$ cat config.mk
export PLATFORM = sky130hd
export DESIGN_NAME = alpha_over_blend_flat
export DESIGN_NICKNAME = d
export VERILOG_FILES = /design/src/rtl/abo_pkg.sv /design/src/rtl/abo_in_if.sv /design/src/rtl/abo_out_if.sv /design/src/rtl/abo_front.sv /design/src/rtl/abo_div_stage.sv /design/src/rtl/alpha_over_blend.sv /design/src/flat_wrapper.sv
export SDC_FILE = /design/constraint.sdc
export NUM_CORES = 2
export LEC_CHECK = 0
export ABC_CLOCK_PERIOD_IN_PS = 10200
export BUFFER_PORTS_ARGS = -buffer_cell sky130_fd_sc_hd__buf_2
export CORE_MARGIN = 3
export CORE_UTILIZATION = 40
export CTS_CLUSTER_DIAMETER = 100
export DETAILED_ROUTE_END_ITERATION = 8
export PLACE_DENSITY_LB_ADDON = 0.3
export REMOVE_ABC_BUFFERS = 1
export SYNTH_ARGS = -nofsm -noshare
export SYNTH_HDL_FRONTEND = slang
export SYNTH_HIERARCHICAL = 1
export SYNTH_SLANG_ARGS = --single-unit
export TNS_END_PERCENT = 10
$ cat constraint.sdc
create_clock -name clk -period 10.2 [get_ports clk]
set_clock_uncertainty 0.15 [all_clocks]
set_input_delay 0 -clock clk [delete_from_list [all_inputs] [get_ports clk]]
set_output_delay 0 -clock clk [all_outputs]
set_load 0.01 [all_outputs]
$ cat src/rtl/abo_pkg.sv
`timescale 1ns / 1ps
`default_nettype none
// ----------------------------------------------------------------------------
// abo_pkg: shared types and helpers for the alpha over blend pipeline
// Register indexes, blend modes, stage payloads and byte arithmetic helpers.
// ----------------------------------------------------------------------------
package abo_pkg;

  localparam int unsigned NUM_CH     = 3;  // red, green, blue
  localparam int unsigned DIV_STAGES = 8;  // one quotient bit per stage

  typedef enum logic {
    REG_BLEND_MODE = 1'b0,
    REG_FILL_COLOR = 1'b1
  } abo_reg_t;

  typedef enum logic {
    MODE_FILL   = 1'b0,
    MODE_PREMUL = 1'b1
  } abo_mode_t;

  // Products registered after the first stage
  typedef struct packed {
    abo_mode_t                  mode;
    logic [7:0]                 a;
    logic [7:0]                 inv;
    logic [31:0]                src;
    logic [NUM_CH-1:0][15:0]    ca;
    logic [NUM_CH-1:0][15:0]    dcda;
    logic [15:0]                dainv;
    logic [NUM_CH-1:0][15:0]    dcinv;
  } abo_prod_t;

  // Divider payload; pre carries the finished premultiplied pixel or the
  // fill-mode alpha byte
  typedef struct packed {
    abo_mode_t                  mode;
    logic                       dz;
    logic [22:0]                dsh;
    logic [NUM_CH-1:0][25:0]    rem;
    logic [NUM_CH-1:0][7:0]     q;
    logic [31:0]                pre;
  } abo_div_t;

  // floor(x / 255), exact for x <= 65025
  function automatic logic [7:0] div255(input logic [15:0] x);
    logic [16:0] t;
    t = {1'b0, x} + {9'b0, x[15:8]} + 17'd1;
    return t[15:8];
  endfunction

  function automatic logic [7:0] sat_add(input logic [7:0] x, input logic [7:0] y);
    logic [8:0] s;
    s = {1'b0, x} + {1'b0, y};
    return s[8] ? 8'hff : s[7:0];
  endfunction

endpackage
`default_nettype wire

$ cat src/rtl/abo_in_if.sv
`timescale 1ns / 1ps
`default_nettype none
// ----------------------------------------------------------------------------
// abo_in_if: input pixel channel
// Valid/ready channel carrying a destination and a source pixel.
// ----------------------------------------------------------------------------
interface abo_in_if;
  logic        valid;
  logic        ready;
  logic [31:0] dest_pixel;
  logic [31:0] src_pixel;

  modport source(output valid, output dest_pixel, output src_pixel, input ready);
  modport sink(input valid, input dest_pixel, input src_pixel, output ready);
endinterface
`default_nettype wire

$ cat src/rtl/abo_out_if.sv
`timescale 1ns / 1ps
`default_nettype none
// ----------------------------------------------------------------------------
// abo_out_if: output pixel channel
// Valid/ready channel carrying the blended pixel.
// ----------------------------------------------------------------------------
interface abo_out_if;
  logic        valid;
  logic        ready;
  logic [31:0] out_pixel;

  modport source(output valid, output out_pixel, input ready);
  modport sink(input valid, input out_pixel, output ready);
endinterface
`default_nettype wire

$ cat src/rtl/abo_front.sv
`timescale 1ns / 1ps
`default_nettype none
// ----------------------------------------------------------------------------
// abo_front: product and sum stages
// Stage 1 forms the 8x8 products, stage 2 the fill-mode numerators,
// denominator and alpha byte and the complete premultiplied result.
// ----------------------------------------------------------------------------
module abo_front (
  input  logic               clk,
  input  logic               rst,
  input  abo_pkg::abo_mode_t mode,
  input  logic [31:0]        fill_color,
  abo_in_if.sink             pix_in,
  output logic               out_valid,
  input  logic               out_ready,
  output abo_pkg::abo_div_t  out_data
);
  import abo_pkg::*;

  logic      s1_valid;
  logic      s1_ready;
  abo_prod_t s1;
  abo_prod_t s1_next;
  logic      s2_valid;
  logic      s2_ready;
  abo_div_t  s2;
  abo_div_t  s2_next;

  assign s2_ready     = ~s2_valid | out_ready;
  assign s1_ready     = ~s1_valid | s2_ready;
  assign pix_in.ready = s1_ready;
  assign out_valid    = s2_valid;
  assign out_data     = s2;

  always_comb begin
    logic [31:0] srcp;
    logic [7:0]  da;
    logic [7:0]  dc;
    srcp = (mode == MODE_FILL) ? fill_color : pix_in.src_pixel;
    da   = pix_in.dest_pixel[31:24];
    s1_next.mode  = mode;
    s1_next.a     = srcp[31:24];
    s1_next.inv   = 8'd255 - srcp[31:24];
    s1_next.src   = srcp;
    s1_next.dainv = {8'b0, da} * {8'b0, s1_next.inv};
    for (int c = 0; c < NUM_CH; c++) begin
      dc = pix_in.dest_pixel[8*c +: 8];
      s1_next.ca[c]    = {8'b0, srcp[8*c +: 8]} * {8'b0, srcp[31:24]};
      s1_next.dcda[c]  = {8'b0, dc} * {8'b0, da};
      s1_next.dcinv[c] = {8'b0, dc} * {8'b0, s1_next.inv};
    end
  end

  always_comb begin
    logic [23:0] prod;
    logic [15:0] d;
    d = {s1.a, 8'b0} - {8'b0, s1.a} + s1.dainv;
    s2_next.mode = s1.mode;
    s2_next.dz   = (d == 16'd0);
    s2_next.dsh  = {d, 7'b0};
    for (int c = 0; c < NUM_CH; c++) begin
      prod = {8'b0, s1.dcda[c]} * {16'b0, s1.inv};
      s2_next.rem[c] = {2'b0, s1.ca[c], 8'b0} - {10'b0, s1.ca[c]} + {2'b0, prod};
      s2_next.q[c]   = 8'd0;
    end
    if (s1.mode == MODE_FILL) begin
      s2_next.pre = {div255(d), 24'd0};
    end else begin
      s2_next.pre[31:24] = sat_add(s1.a, div255(s1.dainv));
      for (int c = 0; c < NUM_CH; c++) begin
        s2_next.pre[8*c +: 8] = sat_add(s1.src[8*c +: 8], div255(s1.dcinv[c]));
      end
    end
  end

  always_ff @(posedge clk) begin
    if (rst) begin
      s1_valid <= 1'b0;
      s2_valid <= 1'b0;
    end else begin
      if (s1_ready) s1_valid <= pix_in.valid;
      if (s2_ready) s2_valid <= s1_valid;
    end
  end

  always_ff @(posedge clk) begin
    if (pix_in.valid && s1_ready) s1 <= s1_next;
    if (s1_valid && s2_ready)     s2 <= s2_next;
  end

  // fill-mode numerators never exceed 255 times the denominator
  a_num_bound: assert property (@(posedge clk) disable iff (rst)
    s2_valid && s2.mode == MODE_FILL |->
      s2.rem[0] <= {3'b0, s2.dsh} + {3'b0, s2.dsh} - {10'b0, s2.dsh[22:7]} &&
      s2.rem[1] <= {3'b0, s2.dsh} + {3'b0, s2.dsh} - {10'b0, s2.dsh[22:7]} &&
      s2.rem[2] <= {3'b0, s2.dsh} + {3'b0, s2.dsh} - {10'b0, s2.dsh[22:7]})
    else $error("fill numerator above 255 * denominator");

endmodule
`default_nettype wire

$ cat src/rtl/abo_div_stage.sv
`timescale 1ns / 1ps
`default_nettype none
// ----------------------------------------------------------------------------
// abo_div_stage: one restoring division step
// Resolves one quotient bit for each colour channel and halves the shifted
// divisor for the next stage.
// ----------------------------------------------------------------------------
module abo_div_stage (
  input  logic              clk,
  input  logic              rst,
  input  logic              in_valid,
  output logic              in_ready,
  input  abo_pkg::abo_div_t in_data,
  output logic              out_valid,
  input  logic              out_ready,
  output abo_pkg::abo_div_t out_data
);
  import abo_pkg::*;

  logic     valid;
  abo_div_t data;
  abo_div_t data_next;

  assign in_ready  = ~valid | out_ready;
  assign out_valid = valid;
  assign out_data  = data;

  always_comb begin
    logic [25:0] dv;
    logic        take;
    data_next     = in_data;
    data_next.dsh = in_data.dsh >> 1;
    dv = {3'b0, in_data.dsh};
    for (int c = 0; c < NUM_CH; c++) begin
      take = (in_data.rem[c] >= dv);
      data_next.rem[c] = take ? in_data.rem[c] - dv : in_data.rem[c];
      data_next.q[c]   = {in_data.q[c][6:0], take};
    end
  end

  always_ff @(posedge clk) begin
    if (rst) begin
      valid <= 1'b0;
    end else if (in_ready) begin
      valid <= in_valid;
    end
  end

  always_ff @(posedge clk) begin
    if (in_valid && in_ready) data <= data_next;
  end

  // remainder stays below the divisor that was just compared
  a_rem_bound: assert property (@(posedge clk) disable iff (rst)
    valid && data.mode == MODE_FILL |->
      data.rem[0] < {2'b0, data.dsh, 1'b1} &&
      data.rem[1] < {2'b0, data.dsh, 1'b1} &&
      data.rem[2] < {2'b0, data.dsh, 1'b1})
    else $error("division remainder out of range");

endmodule
`default_nettype wire

$ cat src/rtl/alpha_over_blend.sv
`timescale 1ns / 1ps
`default_nettype none
// ----------------------------------------------------------------------------
// alpha_over_blend: Porter-Duff over compositing of ARGB8888 pixels
// Fill-colour mode with exact division by output alpha, or premultiplied
// per-pixel source mode; APB-style register port.
// ----------------------------------------------------------------------------
// Takes one pixel pair per cycle while the output side does not stall, and
// returns each blended pixel after the product and sum stages and then eight
// one-bit restoring division steps that give the fill-mode colour quotients.
// Every stage carries its own valid bit and only stalls when it is full and
// the stage after it is blocked, so a waiting result does not stop new
// pixels from entering empty slots.
// Registers: blend_mode at 0x0, fill_color at 0x4. Change them only while
// no pixel is in flight.
module alpha_over_blend (
  input  logic        clk,
  input  logic        rst,
  input  logic        psel,
  input  logic        penable,
  input  logic        pwrite,
  input  logic [2:0]  paddr,
  input  logic [31:0] pwdata,
  output logic [31:0] prdata,
  output logic        pready,
  abo_in_if.sink      pix_in,
  abo_out_if.source   pix_out
);
  import abo_pkg::*;

  abo_mode_t   blend_mode;
  logic [31:0] fill_color;
  abo_reg_t    reg_sel;
  logic        reg_write;

  logic     stg_valid [DIV_STAGES+1];
  logic     stg_ready [DIV_STAGES+1];
  abo_div_t stg_data  [DIV_STAGES+1];
  abo_div_t last;

  assign pready    = 1'b1;
  assign reg_sel   = abo_reg_t'(paddr[2]);
  assign reg_write = psel && penable && pwrite;

  always_ff @(posedge clk) begin
    if (rst) begin
      blend_mode <= MODE_FILL;
      fill_color <= 32'd0;
    end else if (reg_write) begin
      unique case (reg_sel)
        REG_BLEND_MODE: blend_mode <= abo_mode_t'(pwdata[0]);
        REG_FILL_COLOR: fill_color <= pwdata;
        default:        ;
      endcase
    end
  end

  always_comb begin
    unique case (reg_sel)
      REG_BLEND_MODE: prdata = {31'd0, blend_mode};
      REG_FILL_COLOR: prdata = fill_color;
      default:        prdata = 32'd0;
    endcase
  end

  abo_front u_front (
    .clk        (clk),
    .rst        (rst),
    .mode       (blend_mode),
    .fill_color (fill_color),
    .pix_in     (pix_in),
    .out_valid  (stg_valid[0]),
    .out_ready  (stg_ready[0]),
    .out_data   (stg_data[0])
  );

  for (genvar i = 0; i < DIV_STAGES; i++) begin : g_div
    abo_div_stage u_div (
      .clk       (clk),
      .rst       (rst),
      .in_valid  (stg_valid[i]),
      .in_ready  (stg_ready[i]),
      .in_data   (stg_data[i]),
      .out_valid (stg_valid[i+1]),
      .out_ready (stg_ready[i+1]),
      .out_data  (stg_data[i+1])
    );
  end

  assign last                 = stg_data[DIV_STAGES];
  assign stg_ready[DIV_STAGES] = pix_out.ready;
  assign pix_out.valid        = stg_valid[DIV_STAGES];

  always_comb begin
    if (last.mode == MODE_PREMUL) begin
      pix_out.out_pixel = last.pre;
    end else if (last.dz) begin
      pix_out.out_pixel = 32'd0;
    end else begin
      pix_out.out_pixel = {last.pre[31:24], last.q[2], last.q[1], last.q[0]};
    end
  end

  // zero output alpha in fill mode means a fully transparent pixel
  a_zero_alpha: assert property (@(posedge clk) disable iff (rst)
    pix_out.valid && last.mode == MODE_FILL && last.pre[31:24] == 8'd0 |->
      pix_out.out_pixel[23:0] == 24'd0)
    else $error("transparent fill result has colour");

  a_mode_write: assert property (@(posedge clk) disable iff (rst)
    reg_write && reg_sel == REG_BLEND_MODE |=> blend_mode == abo_mode_t'($past(pwdata[0])))
    else $error("blend_mode write lost");

endmodule
`default_nettype wire

$ cat src/flat_wrapper.sv
// flat-port wrapper written by rule: the top's interface ports become plain ports
module alpha_over_blend_flat import abo_pkg::*;
  (clk, rst, psel, penable, pwrite, paddr, pwdata, prdata, pready, pix_in_valid, pix_in_dest_pixel, pix_in_src_pixel, pix_in_ready, pix_out_valid, pix_out_out_pixel, pix_out_ready);
  abo_in_if pix_in_i ();
  abo_out_if pix_out_i ();
  input  logic clk;
  input  logic rst;
  input  logic psel;
  input  logic penable;
  input  logic pwrite;
  input  logic [2:0] paddr;
  input  logic [31:0] pwdata;
  output logic [31:0] prdata;
  output logic pready;
  input wire logic [$bits(pix_in_i.valid)-1:0] pix_in_valid;
  input wire logic [$bits(pix_in_i.dest_pixel)-1:0] pix_in_dest_pixel;
  input wire logic [$bits(pix_in_i.src_pixel)-1:0] pix_in_src_pixel;
  output wire logic [$bits(pix_in_i.ready)-1:0] pix_in_ready;
  output wire logic [$bits(pix_out_i.valid)-1:0] pix_out_valid;
  output wire logic [$bits(pix_out_i.out_pixel)-1:0] pix_out_out_pixel;
  input wire logic [$bits(pix_out_i.ready)-1:0] pix_out_ready;
  assign pix_in_i.valid = pix_in_valid;
  assign pix_in_i.dest_pixel = pix_in_dest_pixel;
  assign pix_in_i.src_pixel = pix_in_src_pixel;
  assign pix_in_ready = pix_in_i.ready;
  assign pix_out_valid = pix_out_i.valid;
  assign pix_out_out_pixel = pix_out_i.out_pixel;
  assign pix_out_i.ready = pix_out_ready;
  alpha_over_blend u_core (.clk(clk), .rst(rst), .psel(psel), .penable(penable), .pwrite(pwrite), .paddr(paddr), .pwdata(pwdata), .prdata(prdata), .pready(pready), .pix_in(pix_in_i), .pix_out(pix_out_i));
endmodule
==> flow_metrics.env <==
export IMPL_crit_fanout=27
export IMPL_reg2reg_depth=26
export IMPL_crit_end="u_core/u_front/out_data[132]$_DFFE_PP_"
export IMPL_fin_tns_setup_ps=0
export IMPL_start_util=0.4040
export IMPL_slew_violations=0
export IMPL_rsz0062_at_grt="false"
export IMPL_tightest_slew_ps=1184
export IMPL_wl_mm=322.7
export IMPL_wl_met3_mm=10.99
export IMPL_antenna_found_initial=5
export IMPL_firstDrtPassIters=6
export IMPL_final_cells=16129
export IMPL_wl_per_cell_um=20.01
export IMPL_fmax_ghz=0.1255
export IMPL_nFillCells=28307
export IMPL_cts_resized=0
export IMPL_grt_max_degree=142
export IMPL_cts_tree="built"
export IMPL_fp_dieW_um=554.9
export IMPL_clkTransAtPathRegs_ps=60
export IMPL_crit_path_start_kind="register"
export IMPL_cts_root_buf="clkbuf_16"
export IMPL_grt_use_total=0.2059
export IMPL_rows=200
export IMPL_grt_pass1_wl_mm=495.6
export IMPL_port_buffers=169
export IMPL_cp_required_ps=10590
export IMPL_clk_path_buf_depth=4
export IMPL_insertion_delay_ps=850
export IMPL_r2r_end="u_core/u_front/out_data[132]$_DFFE_PP_"
export IMPL_via_per_inst=5.290
export IMPL_syn_area_per_cell_sq_um=10.17
export IMPL_core_area_sq_um=298300
export IMPL_dp_cells=15640
export IMPL_area_growth_pct=10.12
export IMPL_vias=85317
export IMPL_cts_sinks=1452
export IMPL_hpwl_mm=255.4
export IMPL_htree_num_levels=4
export IMPL_holdCritPathClass="input port to register"
export IMPL_drc=0
export IMPL_rr_startpoint="u_core/u_front/s1[194]$_DFFE_PP_"
export IMPL_gp_congestion=0.9418
export IMPL_num_io_pins=173
export IMPL_syn_area_sq_um=120500
export IMPL_wl_met1_mm=133.7
export IMPL_hold_viol=0
export IMPL_top_layer="met5"
export IMPL_worst_r2r_setup_slack_ps=2230
export IMPL_hold_worst_slack_ps=62.56
export IMPL_syn_inst=11849
export IMPL_worstSetupPathType="register to register"
export IMPL_ant_nets=0
export IMPL_slew_headroom=0.2032
export IMPL_wl_met2_mm=157.1
export IMPL_layout_nets=14044
export IMPL_die_area_sq_um=307900
export IMPL_finalSetupViolCount=0
export IMPL_yosysWarnings=6
export IMPL_post_route_period_util=0.7809
export IMPL_numCtsBuffers=171
export IMPL_crit_start="u_core/u_front/s1[194]$_DFFE_PP_"
export IMPL_grt_ovfl_total=0
export IMPL_endpoint_kind="register"
export IMPL_cap_violations=0
export IMPL_dr_first_iter_drc_count=5316
export IMPL_cp_arrival_ps=8360
export IMPL_fin_crit_ps=7966
export IMPL_die_y_um=554.9
export IMPL_grt_pass1_vias=84116
export IMPL_drive_gt1_frac=0.06294
export IMPL_status="complete, no violations"
[sequential cells by signal (all words and copies together) (netlist names)]
register / count
u_core/u_front/out_data: 128
u_core/g_div.u_div/out_data: 1080
u_core/u_front/out_valid: 1
u_core/g_div.u_div/out_valid: 8
u_core/u_front/s1: 201
u_core/u_front/s1_valid: 1
u_core/blend_mode: 1
u_core/fill_color: 32
[cells in the final DEF, fill, tap and decap left out, types with 297 or more instances in the layout]
cell type and count:
edfxtp_1 1409, a21o_1 297, a21oi_1 838, nor2_1 747, inv_1 1221, xnor2_1 530, ha_1 1239, fa_1 644
nand2_1 977, and2_1 639
[cell type report]
type,instances,area [sq um],area share
repair buffers,427,3248,0.02448
flip-flops and latches,1452,43170,0.3253
multi-input cells,8765,71150,0.5362
inverters,1238,4647,0.03502
well taps,3939,4928,0.03714
diodes,4,10.01,0.00007543
clock inverters,107,1106,0.008335
clock buffers,197,4441,0.03346
[stage by stage]
step                cell area, sq um  utilization  setup WS, ps
global placement              125300       0.4202          2323
floorplan                     118700            -          2364
global route                  132700       0.4449          1745
CTS                           132700       0.4449          2238
detailed placement            125300       0.4202          2244
finish                        132700       0.4449          2234
[worst max-delay path: stages, from the launching register on]
cell      delay (ps)
edfxtp_1        1030
nand2_1          200
fa_1             560
fa_1             540
inv_1             50
fa_1             480
inv_1             50
fa_1             470
inv_1             40
ha_1             310
o21ai_0          370
o21ai_1          160
and2_1           180
or2_2            280
or3_1            310
a31oi_1          260
o21ai_1          120
xor2_1           170
ha_1             370
a21o_1           180
a21o_1           170
a21oi_1          190
o21ai_0          140
a2111o_1         420
a31o_2           240
a21oi_1          160
xor2_1            90
[what timing repair did]
item / in CTS / in global routing
hold buffers: 181 / 0
hold endpoints to repair: 236 / 0
buffers inserted: 0 / 0
[layer usage]
metal	track usage	vias to the layer above
li1	-	41909
met1	0.2514	40968
met2	0.3564	1859
met3	0.01981	579
met4	0.1150	2
met5	0	-
[worst min path at each step]
stage / start / end / cells after the start
3_5_place_dp: pix_in_valid / u_core/u_front/s1_valid$_SDFFE_PP0N_ / 3
5_1_grt: pix_in_dest_pixel[2] / u_core/u_front/s1[2]$_DFFE_PP_ / 5
6_report: pix_in_dest_pixel[2] / u_core/u_front/s1[2]$_DFFE_PP_ / 5
4_1_cts: pix_in_dest_pixel[7] / u_core/u_front/s1[15]$_DFFE_PP_ / 5
3_3_place_gp: pix_in_valid / u_core/u_front/s1_valid$_SDFFE_PP0N_ / 3
2_1_floorplan: rst / u_core/g_div[0].u_div/out_valid$_SDFFE_PP0N_ / 1
Power is left out: the tool's default activity adds up to more than one toggle a clock period on the data nets, which glitch-free logic cannot reach.
